==> src/rtl/vti_pkg.sv <==
`default_nettype none

package vti_pkg;

	// Fixed field widths of the command word and the result word.
	localparam int COORD_W = 13;
	localparam int ADDR_W = 15;
	localparam int VAL_W = 16;
	localparam int LIMIT_W = 16;
	localparam int STATUS_W = 2;

	// Voxel store geometry.
	localparam int STORE_DEPTH = 32768;
	localparam int CORNER_W = 3;
	localparam logic [CORNER_W-1:0] LAST_CORNER = 3'd7;

	// Reset value of the spread limit register (1.0 in Q3.12).
	localparam logic [LIMIT_W-1:0] SPREAD_LIMIT_RST = 16'd4096;

	// Result status codes.
	localparam logic [STATUS_W-1:0] ST_VALID = 2'd0;
	localparam logic [STATUS_W-1:0] ST_OOB = 2'd1;
	localparam logic [STATUS_W-1:0] ST_SPREAD = 2'd2;

	// Commands from the controller to the datapath.
	typedef struct packed {
		logic load;
		logic wr;
		logic base;
		logic rd;
		logic [CORNER_W-1:0] idx;
		logic fin;
	} vti_cmd_t;

	// Status from the datapath to the controller.
	typedef struct packed {
		logic oob;
		logic sum_done;
	} vti_stat_t;

endpackage

`default_nettype wire

==> src/rtl/vti_ctrl.sv <==
`default_nettype none

module vti_ctrl (
	input wire logic clk,
	input wire logic arst_n,
	input wire logic start,
	input wire logic command,
	output logic busy,
	output logic done,
	output vti_pkg::vti_cmd_t cmd,
	input wire vti_pkg::vti_stat_t stat
);

	import vti_pkg::*;

	typedef enum logic [1:0] {
		S_IDLE,
		S_BASE,
		S_FETCH,
		S_WAIT
	} state_t;

	state_t state_q;
	logic [CORNER_W-1:0] cnt_q;

	// Commands decoded from the current state.
	always_comb begin
		cmd = '0;
		cmd.idx = cnt_q;
		case (state_q)
			S_IDLE: begin
				cmd.wr = start & ~command;
				cmd.load = start & command;
			end
			S_BASE: begin
				cmd.base = 1'b1;
				cmd.fin = stat.oob;
			end
			S_FETCH: begin
				cmd.rd = 1'b1;
			end
			S_WAIT: begin
				cmd.fin = stat.sum_done;
			end
			default: begin
				cmd = '0;
			end
		endcase
	end

	assign busy = (state_q != S_IDLE);

	// State, corner counter and result strobe.
	always_ff @(posedge clk or negedge arst_n) begin
		if (!arst_n) begin
			state_q <= S_IDLE;
			cnt_q <= '0;
			done <= 1'b0;
		end else begin
			done <= 1'b0;
			case (state_q)
				S_IDLE: begin
					if (start && command) begin
						state_q <= S_BASE;
					end
				end
				S_BASE: begin
					cnt_q <= '0;
					if (stat.oob) begin
						done <= 1'b1;
						state_q <= S_IDLE;
					end else begin
						state_q <= S_FETCH;
					end
				end
				S_FETCH: begin
					cnt_q <= cnt_q + 1'b1;
					if (cnt_q == LAST_CORNER) begin
						state_q <= S_WAIT;
					end
				end
				S_WAIT: begin
					if (stat.sum_done) begin
						done <= 1'b1;
						state_q <= S_IDLE;
					end
				end
				default: begin
					state_q <= S_IDLE;
				end
			endcase
		end
	end

endmodule

`default_nettype wire

==> config.mk <==
export PLATFORM = sky130hd
export DESIGN_NAME = vti_ctrl
export DESIGN_NICKNAME = d
export VERILOG_FILES = /design/src/rtl/vti_pkg.sv /design/src/rtl/vti_ctrl.sv
export SDC_FILE = /design/constraint.sdc
export NUM_CORES = 1
export LEC_CHECK = 0
export ABC_AREA = 1
export BUFFER_PORTS_ARGS = -buffer_cell sky130_fd_sc_hd__clkbuf_2
export CORE_AREA = 2 2 39 41
export CTS_CLUSTER_SIZE = 8
export DETAILED_ROUTE_END_ITERATION = 10
export DIE_AREA = 0 0 41 43
export SETUP_SLACK_MARGIN = 0.3
export SYNTH_ARGS = -nofsm -noshare
export SYNTH_HDL_FRONTEND = slang
export SYNTH_SLANG_ARGS = --single-unit
export TNS_END_PERCENT = 5
==> constraint.sdc <==
create_clock -name clk -period 2 [get_ports clk]
set_input_delay 0.2 -clock clk [delete_from_list [all_inputs] [get_ports clk]]
set_output_delay 0.2 -clock clk [all_outputs]
set_load 0.05 [all_outputs]
Word-level counts from Yosys, hierarchy flattened:

Index checks and enable logic that the tools add are counted.
Widths: inputs -> output; s select.

* bits of input ports: 6
* register bits after elaboration: 6
* output and inout port bits: 10
* logic and storage cells: 32

* reductions and logical operators: 5
* multiplexer cells: 13
* add/subtract/negate cells: 1
* bitwise operators: 3
* eq/ne operators: 7

Operator list (number)
* $mux 2: 5
* $pmux 2 s4: 1
* $ne 2x2->1 const B: 3
* $pmux 3 s2: 1
* $eq 2x2->1 const B: 2
* $mux 1: 4
* $pmux 1 s2: 2
* $reduce_bool 2->1: 2
* $add 3x1->3 const B: 1
* $eq 3x3->1 const B: 1
* $reduce_and 3->1: 1
* $and 1x1->1: 2
* $eq 2x1->1 const B: 1
* $logic_not 2->1: 1
* $logic_and 1x1->1: 1
* $not 1->1: 1

Depth between registers and ports, before layout:

Gate-level depths: netlist of run 1.

* depth after elaboration: 3
* mapped depth: 8
* gate-level depth less buffers: 8

Worst setup path before layout of run 1:

No wires, ideal clock.

* path kind: reg2out
* from: register state_q[0]
* to: output cmd[7] in the netlist's numbering
* setup slack: 0.136 ns
* required time: 1.800 ns
* path buffers: 0
* cell stages (with the launch flop): 5
* arrival time: 1.664 ns
* cell sequence: dfrtp_1 > inv_1 > ha_1 > inv_1 > nor2_1

RTL lines
* start: declaration: RTL line vti_ctrl.sv:23 `state_t state_q;`
* start signal: assignment: RTL line vti_ctrl.sv:56 `state_q <= S_IDLE;`
* start signal: assignment: RTL line vti_ctrl.sv:64 `state_q <= S_BASE;`
* start signal: assignment: RTL line vti_ctrl.sv:71 `state_q <= S_IDLE;`
* end: declaration: RTL line vti_ctrl.sv:10 `output vti_pkg::vti_cmd_t cmd,`

==> results of run 1 <==
[cells in the mapped netlist, drive strengths merged]
cell type | number | area, sq um
nand2 | 9 | 38.8
o21ai | 3 | 15.0
ha | 6 | 75.1
nor2 | 4 | 15.0
inv | 9 | 33.8
a21oi | 2 | 10.0
a22o | 1 | 8.76
nand3 | 3 | 20.0
nand4 | 2 | 12.5
dfrtp | 6 | 150
[kinds of logic (layout without fill, tap and decap cells)]
family,count (synthesis),after routing
AND/OR/NAND/NOR,18,18
AO/OA/AOI/OAI,6,6
buffers and inverters,9,28
adder cells (fa/ha/maj),6,6
flip-flops,6,6
[placed cells by master, fill, tap and decap left out, drive strengths merged]
cell | synthesis | routed
o21ai | 3 | 3
a22o | 1 | 1
nand2 | 9 | 9
a21oi | 2 | 2
ha | 6 | 6
buf | 0 | 1
nor2 | 4 | 4
dfrtp | 6 | 6
inv | 9 | 9
nand3 | 3 | 3
clkbuf | 0 | 17
dlygate4sd3 | 0 | 1
nand4 | 2 | 2
[what timing repair did]
item	in CTS	in global routing
gates resized for setup	1	4
hold endpoints to repair	6	0
buffers inserted	0	0
hold buffers	1	0
endpoints found under the setup margin	1	3
pin swaps	0	0
[per-stage QoR]
stage	cell area (sq um)	cells	total power, mW	setup WS, ns	util (%)
after floorplan	382	45	0.675	0.310	-
after global placement	477	76	0.788	0.595	34.4
after detailed placement	477	76	0.797	0.567	34.4
after CTS	512	80	0.924	0.316	37.0
after global routing	517	80	0.995	0.312	37.3
final	517	80	0.923	0.374	37.3
[layer usage]
layer  GRT usage (%)  wire [um]  vias to the layer above
li1                -          -                      183
met1            12.4        327                      163
met2            15.3        390                       11
met3            4.19         69                        2
met4            10.0          8                        0
met5               0          0                        -
[final cells by class]
class / instances / area share [%]
Clock buffer: 3 / 4.36
Multi-Input combinational cell: 30 / 38.7
Tap cell: 16 / 3.87
Sequential cell: 6 / 29.1
Inverter: 9 / 6.54
Timing Repair Buffer: 16 / 17.4
[worst max path at each step]
stage                  end              startpoint  slack [ns]  cells after the start
floorplan           cmd[0]               flip-flop        0.31                      3
global placement    cmd[7]  state_q[0]$_DFFE_PN0P_        0.60                      5
detailed placement  cmd[7]  state_q[0]$_DFFE_PN0P_        0.57                      5
CTS                 cmd[6]  state_q[0]$_DFFE_PN0P_        0.32                      5
global route        cmd[6]  state_q[0]$_DFFE_PN0P_        0.31                      5
finish              cmd[0]  state_q[0]$_DFFE_PN0P_        0.37                      3
[power groups by stage]
stage / Clock (mW) / Combinational (mW) / Sequential [mW]
finish: 0.118 / 0.606 / 0.199
global route: 0.131 / 0.658 / 0.207
CTS: 0.124 / 0.600 / 0.200
detailed placement: 0 / 0.593 / 0.204
global placement: 0 / 0.587 / 0.201
floorplan: 0 / 0.411 / 0.264
==> out/metrics.cfg, run 1 <==
[outcome]
status = finished, final reports clean

[critical_path]
cpMaxStageDelayCell = dfrtp_1
cp_max_fo = 6
path_cells = ha_1 -> a22o_1 -> clkbuf_2
max_stage_delay_ns = 0.44
crit_type = flip-flop to primary output
r2r_start = state_q[0]$_DFFE_PN0P_
cp.arrival_ns = 1.43
reg2reg_slack_ns = 0.71
cp-end-kind = primary output
critical-path-top-delay-family = flip-flops
crit_buf_inv = 1
worst_r2r_path_depth = 6
crit_required_ns = 1.80
cp-start-kind = flip-flop

[floorplan]
core_region_area_sq_um = 1380
num_rows = 14
initial_core_util_pct = 27.4
boundaryPins = 16
dieHeight_um = 43
die_w_um = 41
dieArea_sq_um = 1760

[sta]
timing.hold.ws_ns = 0.219
finalCriticalPeriod_ns = 1.63
fin_setup_tns_ns = 0
skew_ns = 0.00894
clock.fmax_mhz = 615
max_slew_margin_pct = 81.4
grt_setup_unrepaired = false
hold_viol_final = 0
tightest_slew_ns = 0.280
slew_viol_final = 0
final-setup-viol-count = 0
min_period_over_period_pct = 81.3

[global_route]
grt_max_degree = 7
track_usage_pct = 11.1
grt_pass1_vias = 301
antenna_found_initial = 0
grt_pass1_wl_um = 1220
grt_overflow = 0

[routing]
ant_nets = 0
routed_via_density = 4.49
drt-total-wl_um = 796
drc = 0
drt_iter0_markers = 0
wl_per_cell_um = 9.95
firstDrtPassIters = 1
vias = 359

[power]
p_per_area_nw_per_um2 = 1790
internal_power_uw = 395
ir_worst_vdd_mv = 0.704
p_switching_uw = 528
p_sw_share_pct = 57.2
power_frac_comb_pct = 65.6
clkPwrFrac_pct = 12.8
p_leak_nw = 0.295
seqPwrFrac_pct = 21.6

[yosys]
synth.distinct_cells = 13
synth_fa_ha_area_share_pct = 19.8
seq_area_frac_synth_pct = 39.6
yosys_warnings = 0
synthMuxAreaShare_pct = 0
synth_xor_area_share_pct = 0
synth_top_family_by_area = simple AND/OR/NAND/NOR gates
synth_nets = 57
netlist_area_sq_um = 379
synthSimpleGateAreaFrac_pct = 22.8
syn_inst = 45
synth_compound_area_share_pct = 8.91
ys_ff_latch = 6
postSynthAreaPerCell_sq_um = 8.42

[finish]
seq_area_sq_um = 150
drive_gt1_share_pct = 35.9
antenna_cells = 0
synthToLayoutAreaGrowth_pct = 36.3
fillers = 158
multi_input_area_sq_um = 200
layout.nets = 78

[hold_path]
hp-start = stat[0]
holdPathStages = 2
whs_endpoint = done$_DFF_PN0_
hold_path_class = input port to flip-flop

[flow_run]
cap_violations = 0

[cts]
cts_sinks = 6
cts_buffer_depth = 2
root_buffer = clkbuf_4
cts_htree_levels = 1
tritoncts = yes
clk_latency_ns = 0.25
path_clk_slew_ns = 0.05
numCtsBuffers = 3

[place]
place.gp.congestion = 0.791
numPortBuffers = 15
dp_hpwl_um = 685

Note: power is estimated with default switching activity, not from simulation.
==> run 2: changes to the inputs <==
clock period = 1.6 ns   (was 2 ns; I/O delays follow)
==> run 2 against run 1 <==
  * Critical path depth is 1 higher
  * Sequential power is 32% higher
  * Cell count is 7.5% higher
  * Clock skew is 0.0082 ns lower
  * Largest cell class unchanged
==> out/metrics.cfg, run 2 (synthesized netlist as in run 1, its figures left out) <==
[finish]
final_common_cell = clkbuf_2
multi_input_area_sq_um = 244
antenna_cells = 0
drive_gt1_share_pct = 54.3
layout.nets = 83
synthToLayoutAreaGrowth_pct = 70.0
fillers = 140
layout_common_cells = clkbuf_2, nand2_1, inv_1, buf_4
seq_area_sq_um = 153

[hold_path]
hold_path_class = input port to flip-flop

[routing]
ant_nets = 0
drt_iter0_markers = 3
drt-total-wl_um = 857
highest_layer = met4
wl_per_cell_um = 9.97
vias = 369
wl_met3_um = 53
routed_via_density = 4.29
wl_met2_um = 426
m1WireLength_um = 361
drc = 0
firstDrtPassIters = 2

[global_route]
grt_pass1_wl_um = 1420
grt_overflow = 0
track_usage_pct = 13.2
grt_max_degree = 7
grt_pass1_vias = 345
antenna_found_initial = 0

[floorplan]
dieHeight_um = 43
core_region_area_sq_um = 1380
boundaryPins = 16
die_w_um = 41
num_rows = 14
dieArea_sq_um = 1760
initial_core_util_pct = 27.4

[cts]
numCtsBuffers = 3
path_clk_slew_ns = 0.05
clk_latency_ns = 0.25
cts_buffer_depth = 2
cts_sinks = 6
root_buffer = clkbuf_4
cts_htree_levels = 1
tritoncts = yes

[place]
place_worst_setup_slack_ns = 0.287
dp_hpwl_um = 634
numPortBuffers = 15
place.gp.congestion = 0.735

[critical_path]
crit_buf_inv = 2
crit_type = flip-flop to primary output
cp_max_fo = 4
critical-path-top-delay-family = flip-flops
cp-start-kind = flip-flop
crit_required_ns = 1.44
path_cells = inv_2 -> ha_4 -> a22o_4 -> clkbuf_16
max_stage_delay_ns = 0.39
cp.arrival_ns = 1.30
cpMaxStageDelayCell = dfrtp_1
cp-end-kind = primary output

[sta]
max_slew_margin_pct = 81.1
skew_ns = 0.000703
grt_setup_unrepaired = true
min_period_over_period_pct = 91.1
final-setup-viol-count = 0
final.setup.worst_slack_ns = 0.142
tightest_slew_ns = 0.284
slew_viol_final = 0
clock.fmax_mhz = 686
hold_viol_final = 0
fin_setup_tns_ns = 0
finalCriticalPeriod_ns = 1.46

[power]
p_leak_nw = 0.328
ir_worst_vdd_mv = 1.09
p_per_area_nw_per_um2 = 2250

[flow_run]
cap_violations = 0

[outcome]
status = finished, final reports clean

==> run 2: timing repair <==
| item | 4_1_cts | 5_1_grt |
|---|---|---|
| setup endpoints to repair | 6 | 7 |
| hold endpoints to repair | 6 | 0 |
| pin swaps | 3 | 1 |
| gates resized for setup | 12 | 1 |
| hold buffers | 1 | 0 |
| setup buffers | 5 | 0 |
==> run 2: final timing paths <==
check / depth (start not counted) / to / startpoint / slack, ns
min: 4 / flip-flop / stat[1] / 0.24
max in group asynchronous: 2 / state_q[0]$_DFFE_PN0P_ / arst_n / 1.16
min in group asynchronous: 2 / cnt_q[1]$_DFFE_PN0P_ / arst_n / 0.27
min reg2reg: 1 / cnt_q[0]$_DFFE_PN0P_ / cnt_q[0]$_DFFE_PN0P_ / 0.49
max: 4 / cmd[0] / flip-flop / 0.14
max reg2reg: 8 / flip-flop / cnt_q[0]$_DFFE_PN0P_ / 0.34
==> run 2: final cells by class <==
class	instances	share of cell area, %
clock buffers	4	4.08
inverters	9	5.83
multi-input cells	30	37.9
flip-flops and latches	6	23.7
well taps	16	3.11
repair buffers	21	25.4
==> run 2: metrics by stage <==
| stage | hold WS, ns | utilization, % | instance area, sq um | instances | power (mW) |
|---|---|---|---|---|---|
| 3_3_place_gp | 0.00148 | 36.7 | 508 | 76 | 1.08 |
| 2_1_floorplan | -0.136 | - | 413 | 45 | 0.941 |
| 4_1_cts | 0.239 | 46.5 | 643 | 86 | 1.46 |
| 5_1_grt | 0.247 | 46.6 | 644 | 86 | 1.55 |
| 3_5_place_dp | 0.00113 | 36.7 | 508 | 76 | 1.09 |
| 6_report | 0.236 | 46.6 | 644 | 86 | 1.45 |
==> run 2: layer usage <==
metal  vias up  track usage, %
met5         -               0
met4         0            12.0
met2        11            17.8
met1       163            14.4
met3         2            6.28
li1        193               -
==> run 2: tightest hold or removal path: cells and delay by family <==
kind,cells,cell delay (ns)
AND/OR/NAND/NOR,3,0.18
buffers and inverters,1,0.10
==> run 2: power breakdown <==
group / total, mW / internal (mW) / switching [mW]
sequential: 0.262 / 0.207 / 0.0547
combinational: 1.03 / 0.407 / 0.628
clock: 0.157 / 0.0949 / 0.0616
